--- config.mk ---
export PLATFORM = sky130hd
export DESIGN_NAME = pmbus_psu_i2c_target_unit
export DESIGN_NICKNAME = d
export VERILOG_FILES = /design/src/rtl/pmbpsu_pkg.sv /design/src/rtl/pmbpsu_fill.sv /design/src/rtl/pmbus_psu_i2c_target_unit.sv
export VERILOG_INCLUDE_DIRS = /design/src /design/src/rtl
export SDC_FILE = /design/constraint.sdc
export NUM_CORES = 1
export LEC_CHECK = 0
export BUFFER_PORTS_ARGS = -buffer_cell sky130_fd_sc_hd__buf_4
export CAP_MARGIN = 30
export CORE_UTILIZATION = 50
export CTS_BUF_LIST = sky130_fd_sc_hd__clkbuf_8
export DETAILED_ROUTE_END_ITERATION = 10
export GPL_TIMING_DRIVEN = 0
export PLACE_DENSITY = 0.66
export SLEW_MARGIN = 20
export SYNTH_ARGS = -nofsm -noshare
export SYNTH_HDL_FRONTEND = slang
export SYNTH_SLANG_ARGS = --single-unit
--- constraint.sdc ---
create_clock -name clk -period 4.08 [get_ports clk]
set_clock_uncertainty 0.15 [all_clocks]
set_input_delay 0.204 -clock clk [delete_from_list [all_inputs] [get_ports clk]]
set_output_delay 0.204 -clock clk [all_outputs]
set_load 0.005 [all_outputs]
--- src/rtl/pmbus_psu_i2c_target_unit_macros.svh ---
// Assertion macros shared by the RTL. Each macro expects clk and rst in scope.
`ifndef PMBUS_PSU_I2C_TARGET_UNIT_MACROS_SVH
`define PMBUS_PSU_I2C_TARGET_UNIT_MACROS_SVH

// The consequent must hold in the same cycle as the antecedent.
`define PMBPSU_ASSERT_NOW(label, ante, cons, msg) \
  label: assert property (@(posedge clk) disable iff (rst) (ante) |-> (cons)) \
    else $error(msg);

// The consequent must hold in the cycle after the antecedent.
`define PMBPSU_ASSERT_NEXT(label, ante, cons, msg) \
  label: assert property (@(posedge clk) disable iff (rst) (ante) |=> (cons)) \
    else $error(msg);

`endif

--- src/rtl/pmbpsu_pkg.sv ---
package pmbpsu_pkg;

  typedef enum logic [2:0] {
    OP_START_RX = 3'd0,
    OP_START_TX = 3'd1,
    OP_NACK     = 3'd2,
    OP_FINISH   = 3'd3,
    OP_SEND     = 3'd4,
    OP_RECV     = 3'd5
  } op_t;

  localparam int FILL_MAX = 8;
  localparam int FILL_LEN_W = 4;

  localparam logic [7:0] CARD_ID_CMD = 8'hBD;
  localparam logic [7:0] FW_FIRST_CMD = 8'hFA;
  localparam logic [7:0] FW_LAST_CMD = 8'hFD;
  localparam logic [7:0] SYS_CFG_CMD = 8'hDA;
  localparam logic [7:0] IN_HIST_CMD = 8'hD6;
  localparam logic [7:0] POINTER_IDLE = 8'hFF;
  localparam logic [7:0] READ_PAST_END = 8'hFF;
  localparam logic [31:0] FW_WORD = 32'h0403_0201;
  localparam logic [15:0] CARD_ID = 16'h2B1D;

  // Count byte first, then the ASCII text.
  localparam logic [7:0] MODEL_STR [8] =
    '{8'd7, 8'h46, 8'h52, 8'h55, 8'h30, 8'h31, 8'h32, 8'h33};
  localparam logic [7:0] PART_STR [8] =
    '{8'd7, 8'h50, 8'h41, 8'h52, 8'h30, 8'h31, 8'h32, 8'h33};
  localparam logic [7:0] SERIAL_STR [7] =
    '{8'd6, 8'h58, 8'h59, 8'h5A, 8'h30, 8'h31, 8'h32};

  typedef struct packed {
    logic [FILL_LEN_W-1:0] len;
    logic [FILL_MAX-1:0][7:0] bytes;
  } fill_t;

endpackage

--- src/rtl/pmbpsu_fill.sv ---
module pmbpsu_fill #(
  parameter int MODEL_CMD = 154,
  parameter int REVISION_CMD = 155,
  parameter int SERIAL_CMD = 158
) (
  input  logic [7:0]         ptr,
  input  logic [7:0]         sys_cfg,
  output pmbpsu_pkg::fill_t  fill
);

  logic [1:0] fw_sel;

  assign fw_sel = 2'(ptr - pmbpsu_pkg::FW_FIRST_CMD);

  always_comb begin
    fill = '0;
    priority if (ptr == 8'(MODEL_CMD)) begin
      fill.len = 4'd8;
      for (int i = 0; i < 8; i++) fill.bytes[i] = pmbpsu_pkg::MODEL_STR[i];
    end else if (ptr == 8'(REVISION_CMD)) begin
      fill.len = 4'd8;
      for (int i = 0; i < 8; i++) fill.bytes[i] = pmbpsu_pkg::PART_STR[i];
    end else if (ptr == 8'(SERIAL_CMD)) begin
      fill.len = 4'd7;
      for (int i = 0; i < 7; i++) fill.bytes[i] = pmbpsu_pkg::SERIAL_STR[i];
    end else if (ptr == pmbpsu_pkg::CARD_ID_CMD) begin
      fill.len = 4'd2;
      fill.bytes[0] = pmbpsu_pkg::CARD_ID[15:8];
      fill.bytes[1] = pmbpsu_pkg::CARD_ID[7:0];
    end else if (ptr >= pmbpsu_pkg::FW_FIRST_CMD && ptr <= pmbpsu_pkg::FW_LAST_CMD) begin
      // The lowest pointer of the range returns the most significant byte.
      fill.len = 4'd1;
      fill.bytes[0] = pmbpsu_pkg::FW_WORD[{~fw_sel, 3'b000} +: 8];
    end else if (ptr == pmbpsu_pkg::IN_HIST_CMD) begin
      fill.len = 4'd1;
      fill.bytes[0] = 8'h00;
    end else begin
      fill.len = 4'd1;
      fill.bytes[0] = (ptr == pmbpsu_pkg::SYS_CFG_CMD) ? sys_cfg : 8'h00;
    end
  end

endmodule

--- src/rtl/pmbus_psu_i2c_target_unit.sv ---
// Each item passes through an input register, then a result register, before its result
// is presented on m_tdata.
// Throughput: one item per cycle while m_tready does not stall the output; the state update is not pipelined.
// Reset (synchronous, rst high): the command pointer goes to 0xFF, the byte
// count and system config to zero, and every transfer buffer entry is cleared.
module pmbus_psu_i2c_target_unit #(
  parameter int BUF_DEPTH = 32,
  parameter int MODEL_CMD = 154,
  parameter int REVISION_CMD = 155,
  parameter int SERIAL_CMD = 158
) (
  input  logic       clk,
  input  logic       rst,
  input  logic       s_tvalid,
  output logic       s_tready,
  input  logic [7:0] s_tdata,   // [7:0] data_in
  input  logic [2:0] s_tuser,   // [2:0] op
  output logic       m_tvalid,
  input  logic       m_tready,
  output logic [7:0] m_tdata    // [7:0] read_data
);

  `include "pmbus_psu_i2c_target_unit_macros.svh"

  localparam int CNT_W = $clog2(BUF_DEPTH + 2);
  localparam int IDX_W = $clog2(BUF_DEPTH);

  logic             in_valid;
  logic [2:0]       in_op;
  logic [7:0]       in_data;
  logic             advance;
  logic             work;

  logic [7:0]       cmd_pointer;
  logic [CNT_W-1:0] byte_count;
  logic [CNT_W-1:0] byte_count_next;
  logic [7:0]       sys_cfg;
  logic [7:0]       xfer_buffer [BUF_DEPTH];

  logic [CNT_W-1:0] cnt_m1;
  logic [IDX_W-1:0] wr_idx;
  logic [IDX_W-1:0] rd_idx;
  logic             cnt_in_buf;
  logic             cnt_below_end;
  logic [7:0]       rd_byte;
  pmbpsu_pkg::op_t  op;
  pmbpsu_pkg::fill_t fill;

  pmbpsu_fill #(
    .MODEL_CMD   (MODEL_CMD),
    .REVISION_CMD(REVISION_CMD),
    .SERIAL_CMD  (SERIAL_CMD)
  ) u_fill (
    .ptr    (cmd_pointer),
    .sys_cfg(sys_cfg),
    .fill   (fill)
  );

  assign advance  = !m_tvalid || m_tready;
  assign s_tready = !in_valid || advance;
  assign work     = in_valid && advance;
  assign op       = pmbpsu_pkg::op_t'(in_op);

  assign cnt_m1        = byte_count - CNT_W'(1);
  assign wr_idx        = cnt_m1[IDX_W-1:0];
  assign rd_idx        = byte_count[IDX_W-1:0];
  assign cnt_in_buf    = byte_count <= CNT_W'(BUF_DEPTH);
  assign cnt_below_end = byte_count < CNT_W'(BUF_DEPTH);

  always_comb begin
    rd_byte = 8'h00;
    if (op == pmbpsu_pkg::OP_RECV) begin
      rd_byte = cnt_below_end ? xfer_buffer[rd_idx] : pmbpsu_pkg::READ_PAST_END;
    end
  end

  always_comb begin
    byte_count_next = byte_count;
    unique case (op)
      pmbpsu_pkg::OP_START_RX,
      pmbpsu_pkg::OP_START_TX,
      pmbpsu_pkg::OP_NACK,
      pmbpsu_pkg::OP_FINISH: byte_count_next = '0;
      pmbpsu_pkg::OP_SEND: begin
        // Saturates one past the buffer so later data bytes are dropped.
        if (cnt_in_buf) byte_count_next = byte_count + CNT_W'(1);
      end
      pmbpsu_pkg::OP_RECV: begin
        if (cnt_below_end) byte_count_next = byte_count + CNT_W'(1);
      end
      default: ;
    endcase
  end

  always_ff @(posedge clk) begin
    if (rst) begin
      in_valid <= 1'b0;
    end else if (s_tready) begin
      in_valid <= s_tvalid;
    end
    if (s_tvalid && s_tready) begin
      in_op   <= s_tuser;
      in_data <= s_tdata;
    end
  end

  always_ff @(posedge clk) begin
    if (rst) begin
      m_tvalid <= 1'b0;
    end else if (advance) begin
      m_tvalid <= in_valid;
    end
    if (work) begin
      m_tdata <= rd_byte;
    end
  end

  always_ff @(posedge clk) begin
    if (rst) begin
      cmd_pointer <= pmbpsu_pkg::POINTER_IDLE;
      byte_count  <= '0;
      sys_cfg     <= 8'h00;
    end else if (work) begin
      byte_count <= byte_count_next;
      unique case (op)
        pmbpsu_pkg::OP_START_TX,
        pmbpsu_pkg::OP_NACK,
        pmbpsu_pkg::OP_FINISH: cmd_pointer <= pmbpsu_pkg::POINTER_IDLE;
        pmbpsu_pkg::OP_SEND: begin
          if (byte_count == '0) begin
            cmd_pointer <= in_data;
          end else if (cmd_pointer == pmbpsu_pkg::SYS_CFG_CMD) begin
            // Takes buffer entry 0 as it stands after this byte is written.
            sys_cfg <= (byte_count == CNT_W'(1)) ? in_data : xfer_buffer[0];
          end
        end
        default: ;
      endcase
    end
  end

  always_ff @(posedge clk) begin
    if (rst) begin
      for (int i = 0; i < BUF_DEPTH; i++) xfer_buffer[i] <= 8'h00;
    end else if (work) begin
      unique case (op)
        pmbpsu_pkg::OP_START_RX: begin
          for (int i = 0; i < pmbpsu_pkg::FILL_MAX; i++) begin
            if (i < int'(fill.len)) xfer_buffer[i] <= fill.bytes[i];
          end
        end
        pmbpsu_pkg::OP_SEND: begin
          if (byte_count != '0 && cnt_in_buf) xfer_buffer[wr_idx] <= in_data;
        end
        default: ;
      endcase
    end
  end

  `PMBPSU_ASSERT_NOW(a_count_bound, 1'b1, byte_count <= CNT_W'(BUF_DEPTH + 1),
    "byte count beyond saturation")
  `PMBPSU_ASSERT_NEXT(a_recv_past_end,
    work && op == pmbpsu_pkg::OP_RECV && !cnt_below_end,
    m_tdata == pmbpsu_pkg::READ_PAST_END && byte_count == $past(byte_count),
    "receive past end must return 0xFF and hold the count")
  `PMBPSU_ASSERT_NEXT(a_non_recv_zero, work && op != pmbpsu_pkg::OP_RECV,
    m_tdata == 8'h00 && m_tvalid, "non-receive item must return zero")
  `PMBPSU_ASSERT_NEXT(a_bus_event_reset,
    work && (op == pmbpsu_pkg::OP_START_TX || op == pmbpsu_pkg::OP_NACK ||
    op == pmbpsu_pkg::OP_FINISH),
    cmd_pointer == pmbpsu_pkg::POINTER_IDLE && byte_count == '0,
    "bus event must park the pointer and clear the count")

endmodule
# [Yosys cells after proc, flatten, opt, wreduce, memory -nomap -nowiden]
# Memory sizes are Yosys's and may differ from the RTL's. A register that Yosys moved wholly into a read port is not among the register bits.
# Index checks and enable logic that the tools add are counted.
[classes] addsub=3 n_lt_le_gt_ge=12 eq_ne=14 n_bitwise=10 n_reduce_logical=19 shift=1 mux=79
[ops] operator="2-to-1 mux 8 bit" count=15
[ops] operator="2-to-1 mux 68 bit" count=1
[ops] operator="2-to-1 mux 56 bit" count=1
[ops] operator="== test 8 bit, second input constant" count=6
[ops] operator="2-to-1 mux 1 bit" count=48
[ops] operator="2-to-1 mux 38 bit" count=1
[ops] operator="indexed part select 32 x 6 -> 8 bit, first input constant" count=1
[ops] operator="2-to-1 mux 5 bit" count=4
[ops] operator="2-to-1 mux 6 bit" count=3
[ops] operator="case mux 6 bit (3 select lines)" count=1
[ops] operator="< comparator 3 x 4 -> 1 bit, first input constant" count=4
[ops] operator="2-to-1 mux 16 bit" count=1
[ops] operator="case mux 8 bit (2 select lines)" count=1
[ops] operator=">= comparator 8 bit, second input constant" count=1
[ops] operator="less-or-equal comparator 8 bit, second input constant" count=1
[ops] operator="< comparator 1 x 4 -> 1 bit, first input constant" count=2
[ops] operator="< comparator 2 x 4 -> 1 bit, first input constant" count=2
[ops] operator="2-to-1 mux 4 bit" count=2
[ops] operator="bitwise OR 1 bit" count=8
[ops] operator="AND reduction 4 bit" count=2
[ops] operator="OR reduction 8 bit" count=1
[ops] operator="adder 6 x 1 -> 6 bit, second input constant" count=1
[ops] operator="== test 3 x 2 -> 1 bit, second input constant" count=2
[ops] operator="== test 3 bit, second input constant" count=2
[ops] operator="other kinds (20)" count=27
[word_totals] reg_bits=35 ram_bits=256 inputBits=15 n_memories=1
[mem_list] name="xfer_buffer" words=32 width=8 read_ports=2 rd_ports_with_merged_regs=2 wr=32 line_no="pmbus_psu_i2c_target_unit.sv:38" rtl="logic [7:0] xfer_buffer [BUF_DEPTH];"

# [Logic depth before layout (Yosys ltp)]
# Gate-level depths: netlist of run 1.
[logic_depth] ltp_word=16 depth_mapped=9 depth_no_buf=7

# [By module]
# A second synthesis of run 1 with hierarchy kept.
[hier_totals] cells_unflattened=1164 hier_area_um2=15135.8
[by_module_without_submodules] mod="pmbus_psu_i2c_target_unit" n_inst=1 area_each_um2=14406.3 seq_area_each_um2=8838.5 cells_each=1059
[by_module_without_submodules] mod="pmbpsu_fill" n_inst=1 area_each_um2=729.4 seq_area_each_um2=0.0 cells_each=105

# [Worst setup path before layout of run 1]
# OpenSTA, ideal clock, no wires.
[synth_timing] path_kind="flip-flop to flip-flop" start="reg byte_count[0]" end="mem xfer_buffer[0][0] (enable)" path_buffers=1 stages_incl_launch_ff=8 period_less_slack_ns=2.907 slack_ns=1.173 t_required_ns=3.546 arrival_ns=2.373 path_cell_list="dfxtp_1 > inv_1 > ha_1 > or4b_4 > xnor2_4 > nand3_4 > clkbuf_1 > o21ai_0"
[synth_rtl] element="from (decl)" line_no="pmbus_psu_i2c_target_unit.sv:35" rtl="logic [CNT_W-1:0] byte_count;"
[synth_rtl] element="from (signal assigned)" line_no="pmbus_psu_i2c_target_unit.sv:124" rtl="byte_count <= byte_count_next;"
[synth_rtl] element="to (decl)" line_no="pmbus_psu_i2c_target_unit.sv:38"

==> out/results.txt, run 1 <==
fraction of the yosys area taken by sequential cells: 60.5%
Starting DRT DRC Count: 1136
TritonCTS Buffers: 52
later-pin clock latency in the skew report: 0.58 ns
Tightest Pin Transition: 1.04 ns
Leakage: 6.05 nW
final period demand of the worst path: 3.84 ns
global-route wire length before repair: 59200 µm
crit end category: register
Max Cap Viol: 0
share of post-route cells with drive strength above 1: 16.9%
Critical Path AT: 3.95 ns
Max Slew Vio Count: 0
Tot GR Track Use: 27.1%
Initial Utilization: 50.9%
die area: 0.0299 mm²
DRT Wirelength: 40500 µm
Final setup viols: 0
Netlist Area Pre-Place: 0.0146 mm²
Clock Root Buffer: clkbuf_8
# rows: 62
GRT Residual Overflow: 0
drt wl/cell: 25.0 µm
YS warnings: 0
post-route clock period utilization: 94.2%
DPL Wire Length: 27900 µm
Yosys reg bits: 304
synth top area cells: edfxtp_1 (57%), and2_1 (9.6%), mux4_2 (7.1%)
num ports: 25
setup_tns: 0 ns
cell with the most instances after synthesis: edfxtp_1
Final WS setup: 0.237 ns
Max Clock Freq: 260 MHz
H-tree depth: 2
R2R Setup Slk: 0.24 ns
largest net degree at the start of global routing: 14
RSZ-0062 raised after global routing: false
Min-Delay Path Class: in -> reg
required time worst endpoint: 4.19 ns
PD cells: 391 mW/mm²
CTS Sinks: 304
area share of the largest cell type after synthesis: 56.6%
Peak VDD IR: 284 µV
Die Wd: 173 µm
vias in the first global route: 9408
initial antenna violation count: 1
placer congestion estimate: 0.959
pre-CTS WS: 0.217 ns
P&R area growth vs syn: 12.2%
Via density: 5.99
port bufs: 23
Post-synth EDFFs: 275
routed via count: 9708
Post-route DRC: 0
worst hold margin: 0.183 ns
Setup CP Type: reg -> reg
post-synth top area cell: edfxtp_1
Distinct cells, synth: 62
critical path launch point type: register
CTS max path bufs: 3
Syn Area/Cell: 13.3 µm²
worst-path fanout max: 10
Die Y: 173 µm
layout net count: 1217
FFs w/ async S/R, synth: 0%
First-pass DRT Iterations: 5
Main synth FF type: edfxtp_1
Commonest cells post-synth: edfxtp_1 (275), and2_1 (223), clkbuf_1 (60), nor2_1 (55), mux4_2 (46)
Syn Nets: 1120
slew margin rel.: 30.1%
final hold vios: 0
CTS tree: done
# diodes: 0
clock-pin slew on the worst setup and hold paths: 0.06 ns
post-route ant nets: 0
Cells after Synth: 1096
outcome: complete, no violations
Core Footprint: 0.0287 mm²
final timing paths:
kind,cells past startpoint,startpoint,endpoint
worst min register to register,2,m_tvalid,m_tvalid
worst max-delay path,8,byte_count[0],xfer_buffer[19][3]
worst min-delay path,2,s_tuser[0],in_op[0]
worst max register to register,8,byte_count[0],xfer_buffer[19][3]
state kept, by name (all words and copies together), names as in the netlist, named ones only:
register     count
m_tvalid         1
in_valid         1
xfer_buffer    256
byte_count       6
m_tdata          8
sys_cfg          8
in_data          8
in_op            3
cmd_pointer      8
placed cells by master, fill, tap and decap left out, types with 7 or more instances in the layout:
| cell type | netlist | routed |
|---|---|---|
| clkinv_1 | 0 | 12 |
| dfxtp_1 | 29 | 29 |
| nor3_1 | 17 | 16 |
| a21oi_1 | 31 | 30 |
| dlygate4sd3_1 | 0 | 14 |
| o21bai_1 | 9 | 9 |
| a21o_1 | 35 | 35 |
| mux4_2 | 46 | 46 |
| edfxtp_1 | 275 | 275 |
| inv_1 | 13 | 40 |
| nand2_1 | 23 | 23 |
| clkbuf_8 | 0 | 54 |
| or2_2 | 29 | 29 |
| buf_2 | 9 | 14 |
| clkbuf_1 | 60 | 60 |
| ha_1 | 9 | 9 |
| nand2b_1 | 9 | 9 |
| a311oi_1 | 8 | 8 |
| nand3_1 | 12 | 12 |
| mux2i_1 | 34 | 34 |
| buf_4 | 0 | 23 |
| o21ai_0 | 23 | 18 |
| nand4_1 | 7 | 7 |
| nor2b_1 | 13 | 13 |
| nor2_1 | 55 | 55 |
| a31oi_1 | 18 | 18 |
| or3_1 | 11 | 11 |
| mux2_2 | 19 | 19 |
| and2_1 | 223 | 223 |
| o22a_1 | 7 | 7 |
area by class of cell:
type,instances,area (µm²)
Sequential cell,304,8840
Timing Repair Buffer,43,343
Clock inverter,43,196
Tap cell,384,480
Clock buffer,54,743
Buffer,75,300
Fill cell,2408,12300
Inverter,13,48.8
Multi-Input combinational cell,704,5440
what timing repair did:
action | in CTS | in global routing
hold buffers | 14 | 0
buffers inserted | 0 | 0
setup endpoints to repair | 0 | 4
resized for setup | 0 | 1
hold endpoints to repair | 13 | 0
layer usage:
| metal | track usage (%) | routed length [µm] | share of wire, % | vias to the layer above |
|---|---|---|---|---|
| li1 | - | - | - | 4284 |
| met1 | 38.3 | 16900 | 42 | 4779 |
| met2 | 42.7 | 18500 | 46 | 529 |
| met3 | 4.05 | 3450 | 8.5 | 114 |
| met4 | 10.3 | 1620 | 4.0 | 2 |
| met5 | 0 | 11 | 0.027 | - |
per-stage QoR:
stage / cells / utilization (%) / power, mW / cell area (µm²)
after floorplan: 1096 / - / 3.77 / 14600
after global placement: 1503 / 53.2 / 3.92 / 15300
after detailed placement: 1506 / 53.3 / 3.92 / 15300
after CTS: 1617 / 57.0 / 6.40 / 16400
after global routing: 1620 / 57.1 / 6.56 / 16400
final: 1620 / 57.1 / 6.40 / 16400
power by group:
group	leakage (nW)	internal, mW	total (mW)	switching, mW
combinational	2.42	0.117	0.339	0.222
clock	0.569	1.28	2.53	1.25
sequential	3.06	3.49	3.54	0.0507
critical path: stages, from the launching register on:
cell,delay (ns)
dfxtp_1,0.45
inv_1,0.16
ha_1,0.26
or2_2,0.27
o21ai_0,0.33
a21oi_1,0.28
clkbuf_1,0.39
nor3_1,0.84
or2_2,0.37
logic make-up after synthesis:
logic type / after synthesis / synth area share [%]
buffers and inverters: 88 / 2.39
multiplexers: 99 / 10.9
adder cells (fa/ha/maj): 9 / 0.771
flip-flops: 304 / 60.5
AO/OA/AOI/OAI: 163 / 7.57
AND/OR/NAND/NOR: 432 / 17.7
XOR/XNOR: 1 / 0.189
Note: power is estimated with default switching activity, not from simulation.
==> run 2: changes to the inputs <==
--- a/config.mk
+++ b/config.mk
@@ -8,3 +8,3 @@
 export LEC_CHECK = 0
-export BUFFER_PORTS_ARGS = -buffer_cell sky130_fd_sc_hd__buf_4
+export BUFFER_PORTS_ARGS = -buffer_cell sky130_fd_sc_hd__buf_2
 export CAP_MARGIN = 30
==> constraint.sdc (replaced) <==
create_clock -name clk -period 4.08 [get_ports clk]
set_clock_uncertainty 0.15 [all_clocks]
set_input_delay 0.612 -clock clk [delete_from_list [all_inputs] [get_ports clk]]
set_output_delay 0.612 -clock clk [all_outputs]
set_load 0.005 [all_outputs]
==> out/results.txt, run 2 (same netlist as run 1, synthesis figures left out) <==
outcome: complete, no violations
worst r2r dst: xfer_buffer[18][4]
crit end category: register
final period demand of the worst path: 3.80 ns (-0.0438 ns)
RSZ-0062 raised after global routing: false
postcts setup bufs: 0 (unchanged)
Leakage: 5.97 nW (-1.4%)
R2R cell count: 7 (-1)
Core Footprint: 0.0287 mm² (unchanged)
R2R Setup Slk: 0.28 ns (+0.04 ns)
Non-Filler Instances: 1603 (-1.0%)
CTS Sinks: 304 (unchanged)
Peak VDD IR: 223 µV (-21%)
global-route wire length before repair: 59200 µm (-0.13%)
slowest CP cell: nor3_1
later-pin clock latency in the skew report: 0.58 ns (about the same)
# rows: 62 (unchanged)
worst hold margin: 0.0520 ns (-0.132 ns)
setup_tns: 0 ns (unchanged)
port bufs: 23 (unchanged)
share of post-route cells with drive strength above 1: 17.9% (+0.97 points)
Largest stage delay, worst path: 0.90 ns (+0.06 ns)
Tightest Pin Transition: 0.978 ns (-0.0617 ns)
Via density: 5.98 (-0.28%)
CTS tree: done
most frequent cells in the layout: edfxtp_1 (275), and2_1 (223), clkbuf_1 (60)
Placed Instances: 1508 (+0.13%)
largest net degree at the start of global routing: 14 (unchanged)
Setup CP Type: reg -> reg
DRT Wirelength: 39800 µm (-1.5%)
final hold vios: 0 (unchanged)
Max Cap Viol: 0 (unchanged)
PD cells: 398 mW/mm² (+1.8%)
routed via count: 9579 (-1.3%)
P&R area growth vs syn: 11.1%
CP delay by family, top: simple AND/OR/NAND/NOR gates
Starting DRT DRC Count: 1066 (-6.2%)
design area: 0.0162 mm² (-1.0%)
vias in the first global route: 9354 (-0.57%)
RR Startpoint: byte_count[0]
Tot GR Track Use: 27.0% (-0.067 points)
Final setup viols: 0 (unchanged)
Max Clock Freq: 263 MHz (+1.2%)
initial antenna violation count: 0 (-1)
hold path start: s_tdata[1]
Clock Root Buffer: clkbuf_8
hold bufs inserted after CTS: 0 (-14)
Critical Path AT: 3.89 ns (-0.06 ns)
CP cell instances: inv_1 -> ha_1 -> or4b_4 -> xnor2_4 -> nand3_2 -> nor3_1 -> or2_2
Max Slew Vio Count: 0 (unchanged)
CTS max path bufs: 3 (unchanged)
max FFs per register: 256 (unchanged)
FILL cells: 2429 (+0.87%)
DPL Wire Length: 27800 µm (-0.34%)
# diodes: 0 (unchanged)
commonest non-fill, non-tap cell in the layout: edfxtp_1
post-route clock period utilization: 93.1% (-1.1 points)
H-tree depth: 2 (unchanged)
WP buf/inv: 1 (-1)
post-CTS sizing: 0 (unchanged)
Initial Utilization: 50.9% (unchanged)
clock-pin slew on the worst setup and hold paths: 0.06 ns (about the same)
worst-path fanout max: 10 (unchanged)
critical path launch point type: register
layout net count: 1204 (-1.1%)
TritonCTS Buffers: 51 (-1.9%)
slew margin rel.: 34.8% (+4.6 points)
required time worst endpoint: 4.17 ns (-0.02 ns)
num ports: 25 (unchanged)
hold worst-path end: in_data[1]
Die Y: 173 µm (unchanged)
DP Area: 0.0152 mm² (-0.32%)
placer congestion estimate: 0.944 (-1.6%)
die area: 0.0299 mm² (unchanged)
drt wl/cell: 24.9 µm (-0.49%)
GRT Residual Overflow: 0 (unchanged)
First-pass DRT Iterations: 5 (unchanged)
Hold Path Stages: 1 (-1)
Post-route DRC: 0 (unchanged)
Die Wd: 173 µm (unchanged)
post-route ant nets: 0 (unchanged)
Min-Delay Path Class: in -> reg
Most flops, register: xfer_buffer
## run 2: changes by cell type in the layout (fill, tap and decap cells not counted), moves of 2 or more
cell | before | now
buf_2 | 14 | 39
clkinv_2 | 1 | 8
dlygate4sd3_1 | 14 | 0
buf_4 | 23 | 1
inv_1 | 40 | 29
clkinv_1 | 12 | 10
## run 2: power by group
group          switching [mW]  internal [mW]  leakage (nW)
combinational           0.219          0.104          2.35
clock                    1.23           1.37         0.556
sequential             0.0499           3.49          3.06
## run 2: worst max path at each step
stage,from,to,slack (ns),cells past startpoint
floorplan,byte_count[0],xfer_buffer[0][0],1.17,7
global placement,byte_count[0],xfer_buffer[26][2],0.25,7
detailed placement,byte_count[0],xfer_buffer[16][5],0.21,8
CTS,byte_count[0],xfer_buffer[16][1],0.18,8
global route,byte_count[0],xfer_buffer[18][4],0.09,8
finish,byte_count[0],xfer_buffer[18][4],0.28,7
## run 2: through the flow
step                worst slack (ns)  utilization [%]  power (mW)
finish                         0.281             56.5        6.45
detailed placement             0.211             53.1        3.92
floorplan                       1.17                -        3.77
global placement               0.249             53.0        3.91
CTS                            0.182             56.4        6.47
global route                  0.0921             56.5        6.63
## run 2: cell type report
| class | count | area (µm²) | area share (%) |
|---|---|---|---|
| clock inverter | 37 | 205 | 1.27 |
| sequential | 304 | 8840 | 54.5 |
| clock buffer | 55 | 757 | 4.67 |
| buffer | 75 | 300 | 1.85 |
| tap | 384 | 480 | 2.96 |
| timing repair buffer | 31 | 158 | 0.972 |
| inverter | 13 | 48.8 | 0.301 |
| multi-input combinational | 704 | 5430 | 33.5 |
## run 2: per-layer routing
metal	share of wire [%]	wire, µm	global-route usage [%]
met1	43	17000	38.5
met2	45	18100	42.4
met3	7.9	3150	3.74
met4	3.9	1540	10.4
met5	0	0	0
==> run 3: changes to the inputs <==
Settings changed: RECOVER_POWER set to 50.
==> out/results.txt, run 3 (same netlist as run 1, synthesis figures left out) <==
worst-path fanout max: 10 (unchanged)
die area: 0.0299 mm² (unchanged)
Final setup viols: 0 (unchanged)
Most flops, register: xfer_buffer
largest net degree at the start of global routing: 14 (unchanged)
hold bufs inserted after CTS: 0 (unchanged)
Via density: 5.98 (about the same)
Die Wd: 173 µm (unchanged)
# rows: 62 (unchanged)
Initial Utilization: 50.9% (unchanged)
register area: 0.00884 mm² (unchanged)
Min-Delay Path Class: in -> reg
Largest stage delay, worst path: 0.71 ns (-0.19 ns)
num ports: 25 (unchanged)
TritonCTS Buffers: 51 (unchanged)
vias in the first global route: 9354 (unchanged)
RSZ-0062 raised after global routing: false
CTS max path bufs: 3 (unchanged)
CTS tree: done
GRT Residual Overflow: 0 (unchanged)
later-pin clock latency in the skew report: 0.58 ns (about the same)
DP Area: 0.0152 mm² (unchanged)
most frequent cells in the layout: edfxtp_1 (275), and2_0 (117), and2_1 (106)
Max Slew Vio Count: 0 (unchanged)
H-tree depth: 2 (unchanged)
PD cells: 399 mW/mm² (+0.31%)
drt wl/cell: 24.9 µm (+0.19%)
final period demand of the worst path: 3.83 ns (+0.0294 ns)
Layout Utilization: 56.4% (-0.091 points)
DPL Wire Length: 27800 µm (unchanged)
design area: 0.0162 mm² (-0.16%)
final hold vios: 0 (unchanged)
post-route clock period utilization: 93.8% (+0.72 points)
port bufs: 23 (unchanged)
Die Y: 173 µm (unchanged)
post-CTS sizing: 0 (unchanged)
outcome: complete, no violations
commonest non-fill, non-tap cell in the layout: edfxtp_1
CP cell instances: buf_2 -> clkbuf_1 -> clkbuf_2 -> clkbuf_2 -> mux2i_1 -> a21oi_1 -> a311oi_1 -> a31oi_1
Setup CP Type: reg -> reg
critical path launch point type: register
Starting DRT DRC Count: 980 (-8.1%)
clock-pin slew on the worst setup and hold paths: 0.06 ns (about the same)
DRT Wirelength: 39900 µm (+0.19%)
FILL cells: 2440 (+0.45%)
P&R area growth vs syn: 10.9%
postcts setup bufs: 0 (unchanged)
DR WL met2: 18300 µm (+0.97%)
DR WL met3: 3140 µm (-0.32%)
post-route ant nets: 0 (unchanged)
Max Cap Viol: 0 (unchanged)
CP delay by family, top: buffers and inverters
Critical Path AT: 3.97 ns (+0.08 ns)
WP buf/inv: 4 (+3)
Tot GR Track Use: 27.0% (unchanged)
Tightest Pin Transition: 1.36 ns (+0.386 ns)
Final WS setup: 0.252 ns (-0.0294 ns)
wl on met1: 17100 µm (about the same)
Peak VDD IR: 223 µV (about the same)
max FFs per register: 256 (unchanged)
Most common cell on crit path: clkbuf_2
# diodes: 0 (unchanged)
slowest CP cell: clkbuf_1
required time worst endpoint: 4.22 ns (+0.05 ns)
Core Footprint: 0.0287 mm² (unchanged)
CTS Sinks: 304 (unchanged)
Post-route DRC: 0 (unchanged)
Clock Root Buffer: clkbuf_8
pre-CTS WS: 0.211 ns (unchanged)
initial antenna violation count: 0 (unchanged)
multi-input logic area: 0.00542 mm² (-0.25%)
Leakage: 5.81 nW (-2.6%)
setup_tns: 0 ns (unchanged)
layout net count: 1204 (unchanged)
crit end category: register
placer congestion estimate: 0.944 (unchanged)
share of post-route cells with drive strength above 1: 16.9% (-0.98 points)
global-route wire length before repair: 59200 µm (unchanged)
routed via count: 9584 (+0.052%)
Max Clock Freq: 261 MHz (-0.77%)
slew margin rel.: 8.06% (-27 points)
Max Used Layer: met4
First-pass DRT Iterations: 5 (unchanged)
worst hold margin: 0.0523 ns (+0.000303 ns)
run 3: cell count changes in the layout (fill, tap and decap cells not counted), sizes merged:
cell	change
clkbuf	+10
buf	-10
run 3: layer usage:
metal,vias up,track usage (%)
li1,4256,-
met1,4797,38.5
met2,445,42.4
met3,86,3.74
met4,0,10.4
met5,-,0
run 3: cell type report:
class	count	share of cell area (%)
Sequential cell	304	54.6
Multi-Input combinational cell	704	33.5
Clock buffer	55	4.67
Tap cell	384	2.97
Buffer	75	1.85
Clock inverter	37	1.27
Timing Repair Buffer	31	0.904
Inverter	13	0.301
run 3: through the flow:
stage,cells,power (mW)
6_report,1603,6.46
5_1_grt,1603,6.62
4_1_cts,1600,6.47
3_5_place_dp,1508,3.92
3_3_place_gp,1503,3.91
2_1_floorplan,1096,3.77
run 3: worst paths after layout:
check,from,endpoint,slack [ns],depth (start not counted)
worst max-delay path,register,m_tdata[4],0.25,8
worst min-delay path,s_tdata[1],in_data[1],0.05,1
worst max register to register,register,m_tdata[4],0.25,8
worst min register to register,m_tvalid,m_tvalid,0.36,2
run 3: where the power goes:
part / switching (mW) / internal [mW] / total [mW] / leakage [nW]
combinational: 0.220 / 0.103 / 0.322 / 2.20
sequential: 0.0501 / 3.49 / 3.54 / 3.06
clock: 1.24 / 1.37 / 2.60 / 0.556
total: 1.51 / 4.95 / 6.46 / 5.81
